`config.mk`:
```
export PLATFORM = sky130hd
export DESIGN_NAME = c_string_escape_encoder_top
export DESIGN_NICKNAME = d
export VERILOG_FILES = /design/src/design/cse_pkg.sv /design/src/design/cse_front.sv /design/src/design/cse_queue.sv /design/src/design/cse_back.sv /design/src/design/c_string_escape_encoder_top.sv
export SDC_FILE = /design/constraint.sdc
export NUM_CORES = 1
export LEC_CHECK = 0
export BUFFER_PORTS_ARGS = -buffer_cell sky130_fd_sc_hd__buf_2
export CAP_MARGIN = 25
export CORE_ASPECT_RATIO = 0.7
export CORE_UTILIZATION = 50
export DETAILED_ROUTE_END_ITERATION = 10
export PLACE_DENSITY = 0.72
export SYNTH_ARGS = -nofsm -noshare
export SYNTH_HDL_FRONTEND = slang
export SYNTH_SLANG_ARGS = --single-unit
```
`constraint.sdc`:
```
create_clock -name clk -period 3.8 [get_ports clk]
set_clock_uncertainty 0.1 [all_clocks]
set_input_delay 0.76 -clock clk [delete_from_list [all_inputs] [get_ports clk]]
set_output_delay 0.76 -clock clk [all_outputs]
set_load 0.005 [all_outputs]
```
`src/design/cse_pkg.sv`:
```
// Shared types, constants and helpers for the C string escape encoder.
// No dependencies; imported by every module of the block.
`default_nettype none
package cse_pkg;

  localparam int QueueDepth = 2;
  localparam int CfgAddrW   = 3;
  localparam int CfgDataW   = 32;

  localparam logic [7:0] ChBackslash = 8'h5C;
  localparam logic [7:0] ChX         = 8'h78;
  localparam logic [7:0] ChZero      = 8'h30;

  localparam logic [CfgAddrW-1:0] RegHexEscapes = CfgAddrW'(0);

  typedef struct packed {
    logic [7:0] data_byte;
    logic       keep_utf8;
    logic       string_end;
  } in_t;

  typedef struct packed {
    logic [7:0] out_byte;
    logic       last_of_run;
  } out_t;

  // One classified byte: up to four output bytes and the index of the last one.
  typedef struct packed {
    logic [3:0][7:0] bytes;
    logic [1:0]      last_idx;
  } run_t;

  function automatic logic [7:0] hex_char(input logic [3:0] nib);
    logic [7:0] r;
    if (nib < 4'd10) begin
      r = 8'h30 + {4'd0, nib};
    end else begin
      r = 8'h61 + {4'd0, nib - 4'd10};
    end
    return r;
  endfunction

  function automatic logic is_hex_digit(input logic [7:0] b);
    return (b >= 8'h30 && b <= 8'h39) || (b >= 8'h41 && b <= 8'h46) ||
           (b >= 8'h61 && b <= 8'h66);
  endfunction

endpackage
`default_nettype wire

```
`src/design/cse_front.sv`:
```
// Front end: accepts source bytes, classifies them and builds the escape run.
// Depends on cse_pkg; keeps the remembered hex-escape flag.
`default_nettype none
module cse_front
  import cse_pkg::*;
(
  input  wire logic clk,
  input  wire logic rst_n,
  input  wire logic hex_escapes,
  input  wire logic in_valid,
  output logic      in_stall,
  input  wire in_t  in_data,
  input  wire logic q_full,
  output logic      push,
  output run_t      push_run
);

  logic prev_hex_r, prev_hex_nxt;
  logic [7:0] b;
  logic [7:0] second;
  logic printable, escape, now_hex;

  assign b        = in_data.data_byte;
  assign in_stall = q_full;
  assign push     = in_valid && !q_full;

  always_comb begin
    case (b)
      8'h0A:   second = 8'h6E;
      8'h0D:   second = 8'h72;
      8'h09:   second = 8'h74;
      8'h22:   second = 8'h22;
      8'h27:   second = 8'h27;
      8'h5C:   second = 8'h5C;
      default: second = 8'h00;
    endcase
  end

  always_comb begin
    printable = (b >= 8'h20) && (b <= 8'h7E);
    escape    = (!in_data.keep_utf8 || !b[7]) &&
                (!printable || (prev_hex_r && is_hex_digit(b)));
    now_hex   = 1'b0;
    push_run  = '0;
    if (second != 8'h00) begin
      push_run.bytes[0] = ChBackslash;
      push_run.bytes[1] = second;
      push_run.last_idx = 2'd1;
    end else if (escape) begin
      push_run.bytes[0] = ChBackslash;
      push_run.last_idx = 2'd3;
      if (hex_escapes) begin
        push_run.bytes[1] = ChX;
        push_run.bytes[2] = hex_char(b[7:4]);
        push_run.bytes[3] = hex_char(b[3:0]);
        now_hex = 1'b1;
      end else begin
        push_run.bytes[1] = ChZero + {6'd0, b[7:6]};
        push_run.bytes[2] = ChZero + {5'd0, b[5:3]};
        push_run.bytes[3] = ChZero + {5'd0, b[2:0]};
      end
    end else begin
      push_run.bytes[0] = b;
      push_run.last_idx = 2'd0;
    end
  end

  assign prev_hex_nxt = push ? (now_hex && !in_data.string_end) : prev_hex_r;

  always_ff @(posedge clk) begin
    if (!rst_n) begin
      prev_hex_r <= 1'b0;
    end else begin
      prev_hex_r <= prev_hex_nxt;
    end
  end

endmodule
`default_nettype wire

```
`src/design/cse_queue.sv`:
```
// Short request queue between the front and back ends.
// Depends on cse_pkg for the run type.
`default_nettype none
module cse_queue
  import cse_pkg::*;
#(
  parameter int DEPTH = QueueDepth
) (
  input  wire logic clk,
  input  wire logic rst_n,
  input  wire logic push,
  input  wire run_t push_run,
  input  wire logic pop,
  output logic      full,
  output logic      empty,
  output run_t      head
);

  localparam int PtrW = (DEPTH > 1) ? $clog2(DEPTH) : 1;
  localparam int CntW = $clog2(DEPTH + 1);

  run_t mem [DEPTH];
  logic [PtrW-1:0] wr_ptr_r, rd_ptr_r;
  logic [CntW-1:0] count_r;

  assign full  = (count_r == CntW'(DEPTH));
  assign empty = (count_r == '0);
  assign head  = mem[rd_ptr_r];

  function automatic logic [PtrW-1:0] advance(input logic [PtrW-1:0] p);
    return (p == PtrW'(DEPTH - 1)) ? '0 : p + 1'b1;
  endfunction

  always_ff @(posedge clk) begin
    if (push) begin
      mem[wr_ptr_r] <= push_run;
    end
  end

  always_ff @(posedge clk) begin
    if (!rst_n) begin
      wr_ptr_r <= '0;
      rd_ptr_r <= '0;
      count_r  <= '0;
    end else begin
      if (push) begin
        wr_ptr_r <= advance(wr_ptr_r);
      end
      if (pop) begin
        rd_ptr_r <= advance(rd_ptr_r);
      end
      if (push && !pop) begin
        count_r <= count_r + 1'b1;
      end else if (pop && !push) begin
        count_r <= count_r - 1'b1;
      end
    end
  end

endmodule
`default_nettype wire

```
`src/design/cse_back.sv`:
```
// Back end: serializes each queued run, one byte per unstalled cycle.
// Depends on cse_pkg; drives the registered output channel.
`default_nettype none
module cse_back
  import cse_pkg::*;
(
  input  wire logic clk,
  input  wire logic rst_n,
  input  wire logic q_empty,
  input  wire run_t q_head,
  output logic      pop,
  output logic      out_valid,
  input  wire logic out_stall,
  output out_t      out_data
);

  logic [1:0] idx_r, idx_nxt;
  logic       out_valid_r, out_valid_nxt;
  out_t       out_data_r, out_data_nxt;
  logic       load, is_last;

  assign load    = !q_empty && (!out_valid_r || !out_stall);
  assign is_last = (idx_r == q_head.last_idx);
  assign pop     = load && is_last;

  always_comb begin
    idx_nxt       = idx_r;
    out_valid_nxt = out_valid_r && out_stall;
    out_data_nxt  = out_data_r;
    if (load) begin
      out_valid_nxt            = 1'b1;
      out_data_nxt.out_byte    = q_head.bytes[idx_r];
      out_data_nxt.last_of_run = is_last;
      idx_nxt                  = is_last ? 2'd0 : idx_r + 2'd1;
    end
  end

  always_ff @(posedge clk) begin
    if (!rst_n) begin
      idx_r       <= 2'd0;
      out_valid_r <= 1'b0;
    end else begin
      idx_r       <= idx_nxt;
      out_valid_r <= out_valid_nxt;
    end
  end

  always_ff @(posedge clk) begin
    out_data_r <= out_data_nxt;
  end

  assign out_valid = out_valid_r;
  assign out_data  = out_data_r;

endmodule
`default_nettype wire

```
`src/design/c_string_escape_encoder_top.sv`:
```
// Top level of the C string escape encoder: configuration port and wiring.
// Depends on cse_pkg, cse_front, cse_queue and cse_back.
//
// Each input byte yields one to four output bytes, the last marked with
// last_of_run: one byte for plain characters, two for backslash escapes, four
// for octal or hex escapes. The output serializer emits one byte per cycle
// while out_stall is low; plain text then streams at one byte per cycle.
// The input is taken while the run queue has room, so the front end keeps
// classifying while the back end still drains earlier escapes. The user must
// write register hex_escapes at address 0 (bit 0) only while idle; unenforced.
`default_nettype none
module c_string_escape_encoder_top
  import cse_pkg::*;
#(
  parameter int QUEUE_DEPTH = QueueDepth
) (
  input  wire logic                clk,
  input  wire logic                rst_n,
  input  wire logic                in_valid,
  output logic                     in_stall,
  input  wire in_t                 in_data,
  output logic                     out_valid,
  input  wire logic                out_stall,
  output out_t                     out_data,
  input  wire logic                cfg_psel,
  input  wire logic                cfg_penable,
  input  wire logic                cfg_pwrite,
  input  wire logic [CfgAddrW-1:0] cfg_paddr,
  input  wire logic [CfgDataW-1:0] cfg_pwdata,
  output logic [CfgDataW-1:0]      cfg_prdata,
  output logic                     cfg_pready
);

  logic hex_r, hex_nxt;
  logic q_full, q_empty, push, pop;
  run_t push_run, q_head;
  logic reg_sel;

  assign cfg_pready = 1'b1;
  assign reg_sel    = (cfg_paddr[CfgAddrW-1:2] == RegHexEscapes[CfgAddrW-1:2]);
  assign hex_nxt    = (cfg_psel && cfg_penable && cfg_pwrite && reg_sel) ?
                      cfg_pwdata[0] : hex_r;
  assign cfg_prdata = reg_sel ? {{(CfgDataW-1){1'b0}}, hex_r} : '0;

  always_ff @(posedge clk) begin
    if (!rst_n) begin
      hex_r <= 1'b0;
    end else begin
      hex_r <= hex_nxt;
    end
  end

  cse_front u_front (
    .clk        (clk),
    .rst_n      (rst_n),
    .hex_escapes(hex_r),
    .in_valid   (in_valid),
    .in_stall   (in_stall),
    .in_data    (in_data),
    .q_full     (q_full),
    .push       (push),
    .push_run   (push_run)
  );

  cse_queue #(
    .DEPTH(QUEUE_DEPTH)
  ) u_queue (
    .clk     (clk),
    .rst_n   (rst_n),
    .push    (push),
    .push_run(push_run),
    .pop     (pop),
    .full    (q_full),
    .empty   (q_empty),
    .head    (q_head)
  );

  cse_back u_back (
    .clk      (clk),
    .rst_n    (rst_n),
    .q_empty  (q_empty),
    .q_head   (q_head),
    .pop      (pop),
    .out_valid(out_valid),
    .out_stall(out_stall),
    .out_data (out_data)
  );

endmodule
`default_nettype wire
```
==> impl_metrics.ini <==
[status]
status = finished, final reports clean

[cts]
clock_path_buffers = 2
cts_resized = 0
cts-root-buf = clkbuf_16
post_cts_buffers = 0
cts_sinks = 77
cts_tree = done
cts_hold_buf = 0
numCtsBuffers = 9
clock_latency_ns = 0.33
htreeDepth = 3
clkSlewWorstSetupHoldPaths_ns = 0.06

[global_route]
grt_start_max_net_pins = 31
grt_overflow_total = 0
grtUsageTotal_pct = 20.9
antenna_found_initial = 0
grt_pass1_vias = 2374
grt_pass1_wl_um = 12700

[synthesis]
synthFlopType = edfxtp_1
yosysUniqueCellTypes = 48
syn-cell-area_mm2 = 0.00404
synth_seq_cells = 77
ys_seq_area_share_pct = 54.7
synth_top_area_share_pct = 49.8
synth_edf_count = 67
syn-mean-instance-area_um2 = 12.6
synthCells = 322
yosys_warnings = 0
ys_async_sr_fraction_pct = 0
synth_top_area_cell = edfxtp_1
synthTopCellsByArea = edfxtp_1 (50%), mux4_2 (7.2%), buf_4 (5.9%)

[layout]
utilization_pct = 57.3
area_delta_synth_final_pct = 11.2
drive_above_1_share_pct = 20.5
fin_nets = 426
diodes = 0

[pwr]
p_per_area_mw_per_mm2 = 595
leakagePower_nw = 1.69
vdd_drop_max_uv = 499
power.total_mw = 2.68

[critical_path]
crit_family = compound AO/OA/AOI/OAI gates
max_stage_delay_ns = 0.52
path_cells = buf_2, inv_1, ha_1, or4b_1, a311oi_1, o32ai_1, a211oi_2, o211ai_2, nand2b_1
crit_buf_inv = 2
crit_path_end_kind = flip-flop
cp_max_fo = 9
slowest_stage = or4b_1
crit_arrival_ns = 3.20
critPathLaunchType = input port
cp.required_ns = 3.76
critPathKind = in -> reg

[min_path]
hp-class = reg -> reg

[timing]
rsz0062_at_grt = false
tightest_slew_ns = 0.526
final-setup-viol-count = 0
setup_tns_ns = 0
finalHoldViolCount = 0
fin_crit_ns = 3.24
slew_headroom_pct = 64.5
maxSlewViolCount = 0
finalCritPeriodShare_pct = 85.3
max_freq_ghz = 0.309

[route]
drt.antenna.violating_nets = 0
drtIter0Drc = 187
vias = 2491
wl_per_cell_um = 17.1
post-route-drc-count = 0
via_per_inst = 5.39
dr.pass1.iters = 4
wl_um = 7890

[die]
die_h_um = 77.2
coreArea_mm2 = 0.00784
num_io_pins = 96
dieArea_mm2 = 0.00845
row_count = 27
die_w_um = 109
initial_core_util_pct = 51.6

[placement]
io_buffers = 30
dp.final_hpwl_um = 5710
gp_congestion = 0.915

[run]
cap_violations = 0
==> cell families after synthesis <==
| group | Yosys count | share of synthesized area [%] |
|---|---|---|
| AND/OR/NAND/NOR | 84 | 10.5 |
| flip-flops | 77 | 54.7 |
| buffers and inverters | 60 | 8.67 |
| AO/OA/AOI/OAI | 47 | 8.17 |
| multiplexers | 22 | 9.63 |
| adder cells (fa/ha/maj) | 18 | 5.57 |
| XOR/XNOR | 12 | 2.60 |
| other | 2 | 0.186 |
==> layout make-up <==
cell class	count	area, um2
Clock buffer	10	229
Clock inverter	6	70.1
Fill cell	660	3340
Inverter	17	63.8
Multi-Input combinational cell	215	1600
Sequential cell	77	2210
Tap cell	101	126
Timing Repair Buffer	36	195
==> tightest hold or removal path: cells and delay by family (launching register included) <==
family	cells	cell delay (ns)
flops	1	0.30
compound gates	1	0.07
simple gates	1	0.07
==> power breakdown <==
group          internal, mW  switching, mW
registers              1.14         0.0564
logic                 0.293          0.336
clock network         0.513          0.338
total                  1.95          0.730
==> cells in the final DEF, fill, tap and decap left out, types with 2 or more instances in the layout <==
master / n
nand4_1: 3
a31oi_1: 2
nor4b_1: 2
nor2b_1: 7
conb_1: 32
ha_1: 18
nor2_1: 23
a21boi_0: 2
dfxtp_1: 10
a311oi_1: 3
buf_2: 30
mux2i_1: 4
xnor2_1: 11
clkinvlp_4: 3
mux4_2: 13
and4b_1: 2
nor3_1: 7
nand2_1: 19
and2_1: 5
a21oi_1: 11
o211ai_1: 5
nand3_1: 3
inv_1: 16
a211oi_1: 2
nor2_2: 2
mux2_2: 5
inv_6: 2
buf_4: 6
edfxtp_1: 67
nand2b_1: 8
clkbuf_16: 9
o21ai_0: 9
==> metal layers <==
| metal | vias up | wire length (um) | GRT usage, % | share of wire, % |
|---|---|---|---|---|
| li1 | 1182 | - | - | - |
| met1 | 1231 | 3640 | 30.0 | 46 |
| met2 | 69 | 3690 | 31.4 | 47 |
| met3 | 9 | 460 | 5.19 | 5.8 |
| met4 | 0 | 99 | 6.13 | 1.3 |
| met5 | - | 0 | 0 | 0 |
==> flip-flops by register name, indices dropped and copies added, names as in the netlist, named ones only <==
signal and cells:
u_back.out_valid 1, u_queue.rd_ptr_r 1, u_queue.wr_ptr_r 1, u_front.prev_hex_r 1
u_back.out_data 9, u_queue.mem 58, u_queue.count_r 2, hex_r 1
u_back.idx_r 2
==> stage by stage <==
stage               setup WS (ns)  std cells  hold WS [ns]  instance area, um2
floorplan                   0.872        352         0.380                4160
global placement            0.259        446         0.372                4200
detailed placement          0.273        446         0.380                4200
CTS                         0.605        462         0.390                4490
global route                0.376        462         0.415                4490
finish                      0.559        462         0.382                4490
==> path summary, 6_finish.rpt <==
check        cells after the start  slack (ns)                         endpoint                   startpoint
max                              9        0.56      u_queue.mem[0][8]$_DFFE_PP_                   in_data[3]
min reg2reg                      2        0.38      u_back.out_valid$_SDFF_PN0_  u_back.out_valid$_SDFF_PN0_
min                              2        0.38      u_back.out_valid$_SDFF_PN0_  u_back.out_valid$_SDFF_PN0_
max reg2reg                      8        1.30  u_queue.count_r[1]$_SDFFE_PN0P_                    flip-flop
==> cell usage after synthesis (4+ instances only) <==
cell type	instances
nor3_1	7
nand2b_1	8
buf_4	32
mux4_2	13
nor2_1	25
nor2b_1	7
ha_1	18
mux2_2	5
buf_2	4
nand2_1	19
and2_1	5
edfxtp_1	67
o211ai_1	5
a21oi_1	11
mux2i_1	4
inv_1	16
o21ai_0	9
clkbuf_1	6
xnor2_1	11
dfxtp_1	10
Note: power is estimated with default switching activity, not from simulation.
